--- src/rtl/core/dhrgb_pkg.sv ---
package dhrgb_pkg;

  localparam int HsvW  = 10;
  localparam int RgbW  = 12;
  localparam int PctW  = 7;
  localparam int WgtW  = 8;
  localparam int ProdW = 2 * HsvW;

  localparam logic [HsvW-1:0] HSV_FULL    = HsvW'(1000);
  localparam logic [HsvW-1:0] SECTOR_SPAN = HsvW'(166);
  localparam logic [HsvW-1:0] DOUBLE_SPAN = HsvW'(333);
  localparam logic [PctW-1:0] BLUE_RESET  = PctW'(30);
  localparam logic [PctW-1:0] PCT_FULL    = PctW'(100);

  // exact reciprocals: floor(n/d) == (n*K) >> S over the ranges used here
  localparam int               SH_1000    = 30;
  localparam logic [20:0]      RECIP_1000 = 21'd1073742;
  localparam int               SH_166     = 28;
  localparam logic [20:0]      RECIP_166  = 21'd1617082;
  localparam int               SH_100     = 26;
  localparam logic [19:0]      RECIP_100  = 20'd671089;

  localparam int QUEUE_DEPTH = 4;

  localparam logic [0:0] REG_BLUE_PCT = 1'b0;

  typedef enum logic [2:0] {
    SEC_R_Y = 3'd0,
    SEC_Y_G = 3'd1,
    SEC_G_C = 3'd2,
    SEC_C_B = 3'd3,
    SEC_B_M = 3'd4,
    SEC_M_R = 3'd5
  } sector_t;

  typedef struct packed {
    logic [HsvW-1:0] hue;
    logic [HsvW-1:0] saturation;
    logic [HsvW-1:0] brightness;
    logic [HsvW-1:0] led_level;
  } in_item_t;

  typedef struct packed {
    logic [RgbW-1:0] red;
    logic [RgbW-1:0] green;
    logic [RgbW-1:0] blue;
  } out_item_t;

  typedef struct packed {
    sector_t          sector;
    logic [WgtW-1:0]  weight;
    logic [HsvW-1:0]  sat;
    logic [ProdW-1:0] vl;
  } que_item_t;

  function automatic logic [HsvW-1:0] clamp_full(input logic [HsvW-1:0] x);
    clamp_full = (x > HSV_FULL) ? HSV_FULL : x;
  endfunction

endpackage

--- src/rtl/core/dimmed_hsv_to_rgb_led_color.sv ---
// Throughput: one transaction per cycle; a four-entry queue parts the classifying front
// from the ten-stage multiply pipeline, which stalls as a whole on out_ready.
// No pipeline stage holds a multiplier wider than 22 by 21 bits.
// Reset: rst_n is synchronous, active low; it empties front, queue and pipeline
// and sets blue_percent to 30.
module dimmed_hsv_to_rgb_led_color #(
  parameter int FIFO_DEPTH = dhrgb_pkg::QUEUE_DEPTH
) (
  input  logic                 clk,
  input  logic                 rst_n,
  input  logic                 in_valid,
  output logic                 in_ready,
  input  dhrgb_pkg::in_item_t  in_data,
  output logic                 out_valid,
  input  logic                 out_ready,
  output dhrgb_pkg::out_item_t out_data,
  input  logic                 psel,
  input  logic                 penable,
  input  logic                 pwrite,
  input  logic [2:0]           paddr,
  input  logic [31:0]          pwdata,
  output logic [31:0]          prdata,
  output logic                 pready
);

  logic                       wr_valid, wr_ready, rd_valid, rd_ready;
  dhrgb_pkg::que_item_t       wr_data, rd_data;
  logic [dhrgb_pkg::PctW-1:0] blue_pct;

  dhrgb_cfg u_cfg (
    .clk      (clk),
    .rst_n    (rst_n),
    .psel     (psel),
    .penable  (penable),
    .pwrite   (pwrite),
    .paddr    (paddr),
    .pwdata   (pwdata),
    .prdata   (prdata),
    .pready   (pready),
    .blue_pct (blue_pct)
  );

  dhrgb_front u_front (
    .clk      (clk),
    .rst_n    (rst_n),
    .in_valid (in_valid),
    .in_ready (in_ready),
    .in_data  (in_data),
    .wr_valid (wr_valid),
    .wr_ready (wr_ready),
    .wr_data  (wr_data)
  );

  dhrgb_fifo #(
    .DEPTH (FIFO_DEPTH)
  ) u_fifo (
    .clk      (clk),
    .rst_n    (rst_n),
    .wr_valid (wr_valid),
    .wr_ready (wr_ready),
    .wr_data  (wr_data),
    .rd_valid (rd_valid),
    .rd_ready (rd_ready),
    .rd_data  (rd_data)
  );

  dhrgb_back u_back (
    .clk       (clk),
    .rst_n     (rst_n),
    .rd_valid  (rd_valid),
    .rd_ready  (rd_ready),
    .rd_data   (rd_data),
    .blue_pct  (blue_pct),
    .out_valid (out_valid),
    .out_ready (out_ready),
    .out_data  (out_data)
  );

endmodule

--- src/rtl/core/dhrgb_cfg.sv ---
module dhrgb_cfg (
  input  logic                       clk,
  input  logic                       rst_n,
  input  logic                       psel,
  input  logic                       penable,
  input  logic                       pwrite,
  input  logic [2:0]                 paddr,
  input  logic [31:0]                pwdata,
  output logic [31:0]                prdata,
  output logic                       pready,
  output logic [dhrgb_pkg::PctW-1:0] blue_pct
);

  logic [dhrgb_pkg::PctW-1:0] pct_r;
  logic                       wr_en;

  assign pready = 1'b1;
  assign wr_en  = psel && penable && pwrite && (paddr[2] == dhrgb_pkg::REG_BLUE_PCT);

  always_ff @(posedge clk) begin
    if (!rst_n) begin
      pct_r <= dhrgb_pkg::BLUE_RESET;
    end else if (wr_en) begin
      pct_r <= pwdata[dhrgb_pkg::PctW-1:0];
    end
  end

  assign prdata = (paddr[2] == dhrgb_pkg::REG_BLUE_PCT) ?
                  {{(32-dhrgb_pkg::PctW){1'b0}}, pct_r} : 32'd0;

  // treat anything above a hundred percent as full
  assign blue_pct = (pct_r > dhrgb_pkg::PCT_FULL) ? dhrgb_pkg::PCT_FULL : pct_r;

endmodule

--- src/rtl/core/dhrgb_front.sv ---
module dhrgb_front (
  input  logic                 clk,
  input  logic                 rst_n,
  input  logic                 in_valid,
  output logic                 in_ready,
  input  dhrgb_pkg::in_item_t  in_data,
  output logic                 wr_valid,
  input  logic                 wr_ready,
  output dhrgb_pkg::que_item_t wr_data
);

  localparam int W = dhrgb_pkg::HsvW;

  logic                 f_valid_r;
  dhrgb_pkg::que_item_t f_item_r;
  dhrgb_pkg::que_item_t item_nxt;
  logic [W-1:0]         hc, sc, vc, lc, tri_h;
  dhrgb_pkg::sector_t   sec;

  always_comb begin
    hc = dhrgb_pkg::clamp_full(in_data.hue);
    sc = dhrgb_pkg::clamp_full(in_data.saturation);
    vc = dhrgb_pkg::clamp_full(in_data.brightness);
    lc = dhrgb_pkg::clamp_full(in_data.led_level);

    priority if (hc >= W'(5 * dhrgb_pkg::SECTOR_SPAN)) sec = dhrgb_pkg::SEC_M_R;
    else if (hc >= W'(4 * dhrgb_pkg::SECTOR_SPAN))     sec = dhrgb_pkg::SEC_B_M;
    else if (hc >= W'(3 * dhrgb_pkg::SECTOR_SPAN))     sec = dhrgb_pkg::SEC_C_B;
    else if (hc >= W'(2 * dhrgb_pkg::SECTOR_SPAN))     sec = dhrgb_pkg::SEC_G_C;
    else if (hc >= dhrgb_pkg::SECTOR_SPAN)             sec = dhrgb_pkg::SEC_Y_G;
    else                                               sec = dhrgb_pkg::SEC_R_Y;

    // fold hue into one double span
    priority if (hc >= W'(3 * dhrgb_pkg::DOUBLE_SPAN)) tri_h = hc - W'(3 * dhrgb_pkg::DOUBLE_SPAN);
    else if (hc >= W'(2 * dhrgb_pkg::DOUBLE_SPAN))     tri_h = hc - W'(2 * dhrgb_pkg::DOUBLE_SPAN);
    else if (hc >= dhrgb_pkg::DOUBLE_SPAN)             tri_h = hc - dhrgb_pkg::DOUBLE_SPAN;
    else                                               tri_h = hc;

    item_nxt.sector = sec;
    // weight is span minus distance from the span midpoint
    item_nxt.weight = (tri_h < dhrgb_pkg::SECTOR_SPAN) ?
                      dhrgb_pkg::WgtW'(tri_h) :
                      dhrgb_pkg::WgtW'(W'(2 * dhrgb_pkg::SECTOR_SPAN) - tri_h);
    item_nxt.sat    = sc;
    item_nxt.vl     = dhrgb_pkg::ProdW'(vc) * dhrgb_pkg::ProdW'(lc);
  end

  assign in_ready = !f_valid_r || wr_ready;
  assign wr_valid = f_valid_r;
  assign wr_data  = f_item_r;

  always_ff @(posedge clk) begin
    if (!rst_n) begin
      f_valid_r <= 1'b0;
    end else if (in_ready) begin
      f_valid_r <= in_valid;
    end
  end

  always_ff @(posedge clk) begin
    if (in_valid && in_ready) begin
      f_item_r <= item_nxt;
    end
  end

  a_weight_range: assert property (@(posedge clk) disable iff (!rst_n)
    f_valid_r |-> f_item_r.weight <= dhrgb_pkg::WgtW'(dhrgb_pkg::SECTOR_SPAN))
    else $error("weight above sector span");

endmodule

--- src/rtl/core/dhrgb_fifo.sv ---
module dhrgb_fifo #(
  parameter int DEPTH = dhrgb_pkg::QUEUE_DEPTH
) (
  input  logic                 clk,
  input  logic                 rst_n,
  input  logic                 wr_valid,
  output logic                 wr_ready,
  input  dhrgb_pkg::que_item_t wr_data,
  output logic                 rd_valid,
  input  logic                 rd_ready,
  output dhrgb_pkg::que_item_t rd_data
);

  localparam int PW = (DEPTH > 1) ? $clog2(DEPTH) : 1;
  localparam int CW = $clog2(DEPTH + 1);

  dhrgb_pkg::que_item_t mem_r [DEPTH];
  logic [PW-1:0]        wp_r, rp_r;
  logic [CW-1:0]        count_r;
  logic                 push, pop;

  assign wr_ready = (count_r != CW'(DEPTH));
  assign rd_valid = (count_r != '0);
  assign rd_data  = mem_r[rp_r];
  assign push     = wr_valid && wr_ready;
  assign pop      = rd_valid && rd_ready;

  always_ff @(posedge clk) begin
    if (!rst_n) begin
      wp_r    <= '0;
      rp_r    <= '0;
      count_r <= '0;
    end else begin
      if (push) begin
        wp_r <= (wp_r == PW'(DEPTH - 1)) ? '0 : wp_r + 1'b1;
      end
      if (pop) begin
        rp_r <= (rp_r == PW'(DEPTH - 1)) ? '0 : rp_r + 1'b1;
      end
      unique case ({push, pop})
        2'b10:   count_r <= count_r + 1'b1;
        2'b01:   count_r <= count_r - 1'b1;
        default: count_r <= count_r;
      endcase
    end
  end

  always_ff @(posedge clk) begin
    if (push) begin
      mem_r[wp_r] <= wr_data;
    end
  end

  a_no_overfill: assert property (@(posedge clk) disable iff (!rst_n)
    count_r <= CW'(DEPTH))
    else $error("queue count beyond depth");

  a_count_up: assert property (@(posedge clk) disable iff (!rst_n)
    (push && !pop) |=> count_r == CW'($past(count_r) + 1'b1))
    else $error("queue count did not advance on push");

endmodule

--- src/rtl/core/dhrgb_back.sv ---
module dhrgb_back (
  input  logic                       clk,
  input  logic                       rst_n,
  input  logic                       rd_valid,
  output logic                       rd_ready,
  input  dhrgb_pkg::que_item_t       rd_data,
  input  logic [dhrgb_pkg::PctW-1:0] blue_pct,
  output logic                       out_valid,
  input  logic                       out_ready,
  output dhrgb_pkg::out_item_t       out_data
);

  localparam int W  = dhrgb_pkg::HsvW;
  localparam int R  = dhrgb_pkg::RgbW;
  localparam int SW = 22;  // channel times full scale

  logic       adv;
  logic [9:1] vld_r;
  logic       out_valid_r;

  // stage payloads
  logic [40:0]               q1_r;
  dhrgb_pkg::sector_t        sec1_r, sec2_r, sec3_r, sec4_r, sec5_r;
  logic [dhrgb_pkg::WgtW-1:0] w1_r, w2_r, w3_r;
  logic [W-1:0]              s1_r;
  logic [W-1:0]              v2_r, v3_r, v4_r, v5_r;
  logic [19:0]               cs2_r;
  logic [40:0]               q3_r;
  logic [17:0]               cw4_r;
  logic [W-1:0]              c4_r, c5_r;
  logic [38:0]               q5_r;
  logic [SW-1:0]             r6_r, g6_r, b6_r;
  logic [42:0]               qr7_r, qg7_r, qb7_r;
  logic [R-1:0]              r8_r, g8_r, r9_r, g9_r;
  logic [18:0]               bp8_r;
  logic [38:0]               q9_r;
  dhrgb_pkg::out_item_t      out_r;

  logic [W-1:0] v2_nxt, c4_nxt, x6, m6, r6, g6, b6;

  assign adv       = !out_valid_r || out_ready;
  assign rd_ready  = adv;
  assign out_valid = out_valid_r;
  assign out_data  = out_r;

  assign v2_nxt = q1_r[dhrgb_pkg::SH_1000 +: W];
  assign c4_nxt = q3_r[dhrgb_pkg::SH_1000 +: W];

  always_comb begin
    x6 = q5_r[dhrgb_pkg::SH_166 +: W];
    m6 = v5_r - c5_r;
    unique case (sec5_r)
      dhrgb_pkg::SEC_R_Y: begin r6 = v5_r;    g6 = x6 + m6; b6 = m6;      end
      dhrgb_pkg::SEC_Y_G: begin r6 = x6 + m6; g6 = v5_r;    b6 = m6;      end
      dhrgb_pkg::SEC_G_C: begin r6 = m6;      g6 = v5_r;    b6 = x6 + m6; end
      dhrgb_pkg::SEC_C_B: begin r6 = m6;      g6 = x6 + m6; b6 = v5_r;    end
      dhrgb_pkg::SEC_B_M: begin r6 = x6 + m6; g6 = m6;      b6 = v5_r;    end
      default:            begin r6 = v5_r;    g6 = m6;      b6 = x6 + m6; end
    endcase
  end

  always_ff @(posedge clk) begin
    if (!rst_n) begin
      vld_r       <= '0;
      out_valid_r <= 1'b0;
    end else if (adv) begin
      vld_r       <= {vld_r[8:1], rd_valid};
      out_valid_r <= vld_r[9];
    end
  end

  always_ff @(posedge clk) begin
    if (adv) begin
      // dimmed value = v * level / 1000
      q1_r   <= 41'(rd_data.vl) * 41'(dhrgb_pkg::RECIP_1000);
      sec1_r <= rd_data.sector;
      w1_r   <= rd_data.weight;
      s1_r   <= rd_data.sat;

      // chroma = v * s / 1000
      v2_r   <= v2_nxt;
      cs2_r  <= 20'(v2_nxt) * 20'(s1_r);
      sec2_r <= sec1_r;
      w2_r   <= w1_r;

      q3_r   <= 41'(cs2_r) * 41'(dhrgb_pkg::RECIP_1000);
      v3_r   <= v2_r;
      sec3_r <= sec2_r;
      w3_r   <= w2_r;

      // X = chroma * weight / 166
      cw4_r  <= 18'(c4_nxt) * 18'(w3_r);
      c4_r   <= c4_nxt;
      v4_r   <= v3_r;
      sec4_r <= sec3_r;

      q5_r   <= 39'(cw4_r) * 39'(dhrgb_pkg::RECIP_166);
      c5_r   <= c4_r;
      v5_r   <= v4_r;
      sec5_r <= sec4_r;

      // times 4095 as shift and subtract
      r6_r <= {r6, 12'd0} - SW'(r6);
      g6_r <= {g6, 12'd0} - SW'(g6);
      b6_r <= {b6, 12'd0} - SW'(b6);

      qr7_r <= 43'(r6_r) * 43'(dhrgb_pkg::RECIP_1000);
      qg7_r <= 43'(g6_r) * 43'(dhrgb_pkg::RECIP_1000);
      qb7_r <= 43'(b6_r) * 43'(dhrgb_pkg::RECIP_1000);

      r8_r  <= qr7_r[dhrgb_pkg::SH_1000 +: R];
      g8_r  <= qg7_r[dhrgb_pkg::SH_1000 +: R];
      bp8_r <= 19'(qb7_r[dhrgb_pkg::SH_1000 +: R]) * 19'(blue_pct);

      q9_r <= 39'(bp8_r) * 39'(dhrgb_pkg::RECIP_100);
      r9_r <= r8_r;
      g9_r <= g8_r;

      out_r.red   <= r9_r;
      out_r.green <= g9_r;
      out_r.blue  <= q9_r[dhrgb_pkg::SH_100 +: R];
    end
  end

  a_chan_range: assert property (@(posedge clk) disable iff (!rst_n)
    vld_r[5] |-> (r6 <= dhrgb_pkg::HSV_FULL) && (g6 <= dhrgb_pkg::HSV_FULL) &&
                 (b6 <= dhrgb_pkg::HSV_FULL))
    else $error("channel above full scale before 12-bit scaling");

endmodule

--- config.mk ---
export PLATFORM = sky130hd
export DESIGN_NAME = dimmed_hsv_to_rgb_led_color
export DESIGN_NICKNAME = d
export VERILOG_FILES = /design/src/rtl/core/dhrgb_pkg.sv /design/src/rtl/core/dimmed_hsv_to_rgb_led_color.sv /design/src/rtl/core/dhrgb_cfg.sv /design/src/rtl/core/dhrgb_front.sv /design/src/rtl/core/dhrgb_fifo.sv /design/src/rtl/core/dhrgb_back.sv
export SDC_FILE = /design/constraint.sdc
export NUM_CORES = 2
export LEC_CHECK = 0
export ABC_AREA = 1
export BUFFER_PORTS_ARGS = -buffer_cell sky130_fd_sc_hd__buf_2
export CAP_MARGIN = 20
export CORE_ASPECT_RATIO = 1.4
export CORE_MARGIN = 5
export CORE_UTILIZATION = 40
export DETAILED_ROUTE_END_ITERATION = 7
export GPL_TIMING_DRIVEN = 0
export PLACE_DENSITY_LB_ADDON = 0.3
export SLEW_MARGIN = 20
export SYNTH_ARGS = -nofsm -noshare
export SYNTH_HDL_FRONTEND = slang
export SYNTH_SLANG_ARGS = --single-unit
--- constraint.sdc ---
create_clock -name clk -period 13.6 [get_ports clk]
set_input_delay 1.36 -clock clk [delete_from_list [all_inputs] [get_ports clk]]
set_output_delay 1.36 -clock clk [all_outputs]
set_load 0.01 [all_outputs]
==> run metrics <==
slew margin rel.=a little over a fifth; Cell Rows=between 150 and 200; cts repair resizes=0; Yosys Warn Count=0; Main synth FF type=edfxtp_1; fin util=a little over two fifths; peak per-stage delay on the critical path=around 0.55 ns; GPL Wtd Cong=between 0.9 and 1; Routed WL=175000 um; Final #Nets=about 11000; DRT Pass-1 Iters=8; Setup crit start kind=input port; Synth area leaders=fa_1 (24%), edfxtp_1 (23%), ha_1 (23%), inv_1 (10%), nand2_1 (4.9%); Hold WS=about 0.39 ns; Worst Tran Pin Value=around 1.2 ns; max frequency=between 100 and 150 MHz; vias per inst=approximately 4.9; worst-path fanout max=9; Inserted Clock Buffers=70; first-pass GRT wire length=290000 um; clk_skew=between 0.05 and 0.06 ns; Vert. Die Dim=~530 um; Critical Path Source=in_data[18]; CTS sink cnt=about 630; ratio of cells with drive above 1 in the final layout=between 4 and 5%; RSZ-0062 raised after global routing=false; Initial Utilization=40.3%; setup violators final=0; max-cap viol count=0; IO Pins=~150; H-tree levels=3; IO Port Bufs=91; final slew viol count=0; Crit path top cell by count=inv_1; violated checks=design-rule violations; Synth cell types=68; minimum clock period=roughly 7.6 ns; Post-synth EDFFs=~600; CTS tree=built; Period Utilization, post-route=a little under three fifths; clk_lat worst skew=just under 0.7 ns; Hold Path Class=flip-flop to flip-flop; status=finished with violations; hold buffers post-CTS=0; pin count of the biggest net entering global routing=85; area of the mapped netlist=just under 80000 um^2; hold path startpoint=u_back.w2_r[3]; clk root buf=clkbuf_16; antenna viol nets, final=0; WL/cell=16.3 um; post-synthesis sequential area ratio=24.0%; Placed Area=slightly above 80000 um^2; Critical Path Sink Type=flip-flop; Setup CP Type=input port to flip-flop; CP max stage cell=fa_1; Synth Instances=roughly 8000; Crit path arrival time=about 8.0 ns; post-CTS setup buffer count=0; gr usage total=between 10% and 20%; Via Count=about 53000; DRC viols=1; Final Hold Fails=0; 1st-iter DRT viols=~2300; CTS Buffer Depth=3; chip width=around 380 um; Core Box Area=~190000 um^2; post-synth top area cell=fa_1; grt ovf=0; die area=just over 200000 um^2; Worst EP required=14.03 ns; FFs w/ async S/R, synth=0%; post-synth top area share=24.3%; Worst-path clk slew=roughly 0.06 ns; initial antenna violation count=3; Synth-to-Final Area Change=8.33%; Syn Area/Cell=just under 10 um^2; final instance area=between 80000 and 90000 um^2; flops & latches, synth=roughly 630; Post-DP HPWL=about 150000 um; vias in the first global route=57556
-- layer usage --
| layer | vias to the layer above | track usage (%) | share of wire [%] |
|---|---|---|---|
| li1 | 25826 | - | - |
| met1 | 25718 | 19.7 | 39 |
| met2 | 1004 | 34.0 | 53 |
| met3 | 402 | 1.75 | 2.9 |
| met4 | 0 | 7.94 | 5.0 |
| met5 | - | 0 | 0 |
-- through the flow --
stage / instances / TNS, ns / setup slack (ns)
2_1_floorplan: 8033 / 0 / 1.64
3_3_place_gp: 10620 / -1366.32 / -3.54
3_5_place_dp: 10634 / 0 / 5.32
4_1_cts: 10762 / 0 / 6.05
5_1_grt: 10763 / 0 / 5.52
6_report: 10763 / 0 / 6.00
-- final timing paths --
path,to,slack [ns],cells past startpoint
hold / removal,u_back.w3_r[3],0.39,0
setup reg to reg,u_back.q1_r[32],6.23,23
hold reg to reg,u_back.w3_r[3],0.39,0
setup / recovery,u_front.wr_data[18],6.00,28
-- synthesized netlist by cell type (5+ instances only) --
cell type  instances
o21bai_1          10
inv_2             17
fa_1             937
o211ai_1          27
clkinv_1           6
nor2_1           454
nor4_1            16
xnor2_1           43
o21ai_1            7
nor2_2            11
edfxtp_1         599
a32oi_1            8
nand3_2            8
or2_2              8
a21oi_1          354
o31ai_1            8
o22ai_1           37
dfxtp_1           27
clkbuf_1          79
nand4_1           48
nand3_1          129
nand2_1         1011
a31oi_1           18
a221oi_1          14
inv_1           2074
xor2_1           127
buf_1              6
nand2_2           16
ha_1            1409
o21a_1            17
a211oi_1          14
a21boi_0          14
a21o_1            26
o21ai_0          283
o221ai_1           5
o2111ai_1          9
buf_4             29
nor3_1            48
-- state kept, by name, indices dropped and copies added (netlist names), 19 cells and up, named ones only --
name	flops
u_fifo.mem_r	164
u_front.wr_data	41
u_back.out_data	36
u_back.b6_r	22
u_back.g6_r	22
u_back.r6_r	22
u_back.cs2_r	20
u_back.bp8_r	19
-- worst max-delay path, delay by kind of cell --
kind | cells | cell delay (ns)
xor gates and xnor gates | 1 | 0.14
AOI/OAI and AO/OA | 6 | 1.54
and+or+nand+nor | 7 | 1.23
buffers and inverters | 8 | 1.03
adders and majority gates | 6 | 2.73
-- final cells by class --
class / instances / area, um^2
buffer: 120 / 579
clock buffer: 82 / 1830
sequential: 626 / 18500
multi-input combinational: 5189 / 50300
timing repair buffer: 105 / 788
antenna: 1 / 2.50
tap: 2496 / 3120
clock inverter: 46 / 549
fill: 18378 / 108000
inverter: 2098 / 7880
-- kinds of logic after synthesis --
| group | count (synthesis) | share of synthesized area (%) |
|---|---|---|
| compound gates | 872 | 6.42 |
| xor+xnor | 170 | 1.93 |
| fa+ha+maj | 2346 | 47.2 |
| buf+inv | 2218 | 11.0 |
| flops | 626 | 24.0 |
| other cells | 2 | 0.00973 |
| simple gates | 1775 | 9.51 |
-- cells in the final DEF (no fill, tap or decap), drive strengths merged, types with 18 or more instances in the layout --
master  instances
a21o           26
a21oi         355
a31oi          18
buf           146
clkbuf        161
clkinv         36
conb           26
dfxtp          27
edfxtp        599
fa            937
ha           1409
inv          2098
nand2        1031
nand3         140
nand4          49
nor2          469
nor3           49
o211ai         27
o21ai         293
o22ai          37
xnor2          43
xor2          127
Power is not shown: default switching activity piles up to over one toggle a cycle in this logic, so the estimate is an artifact.
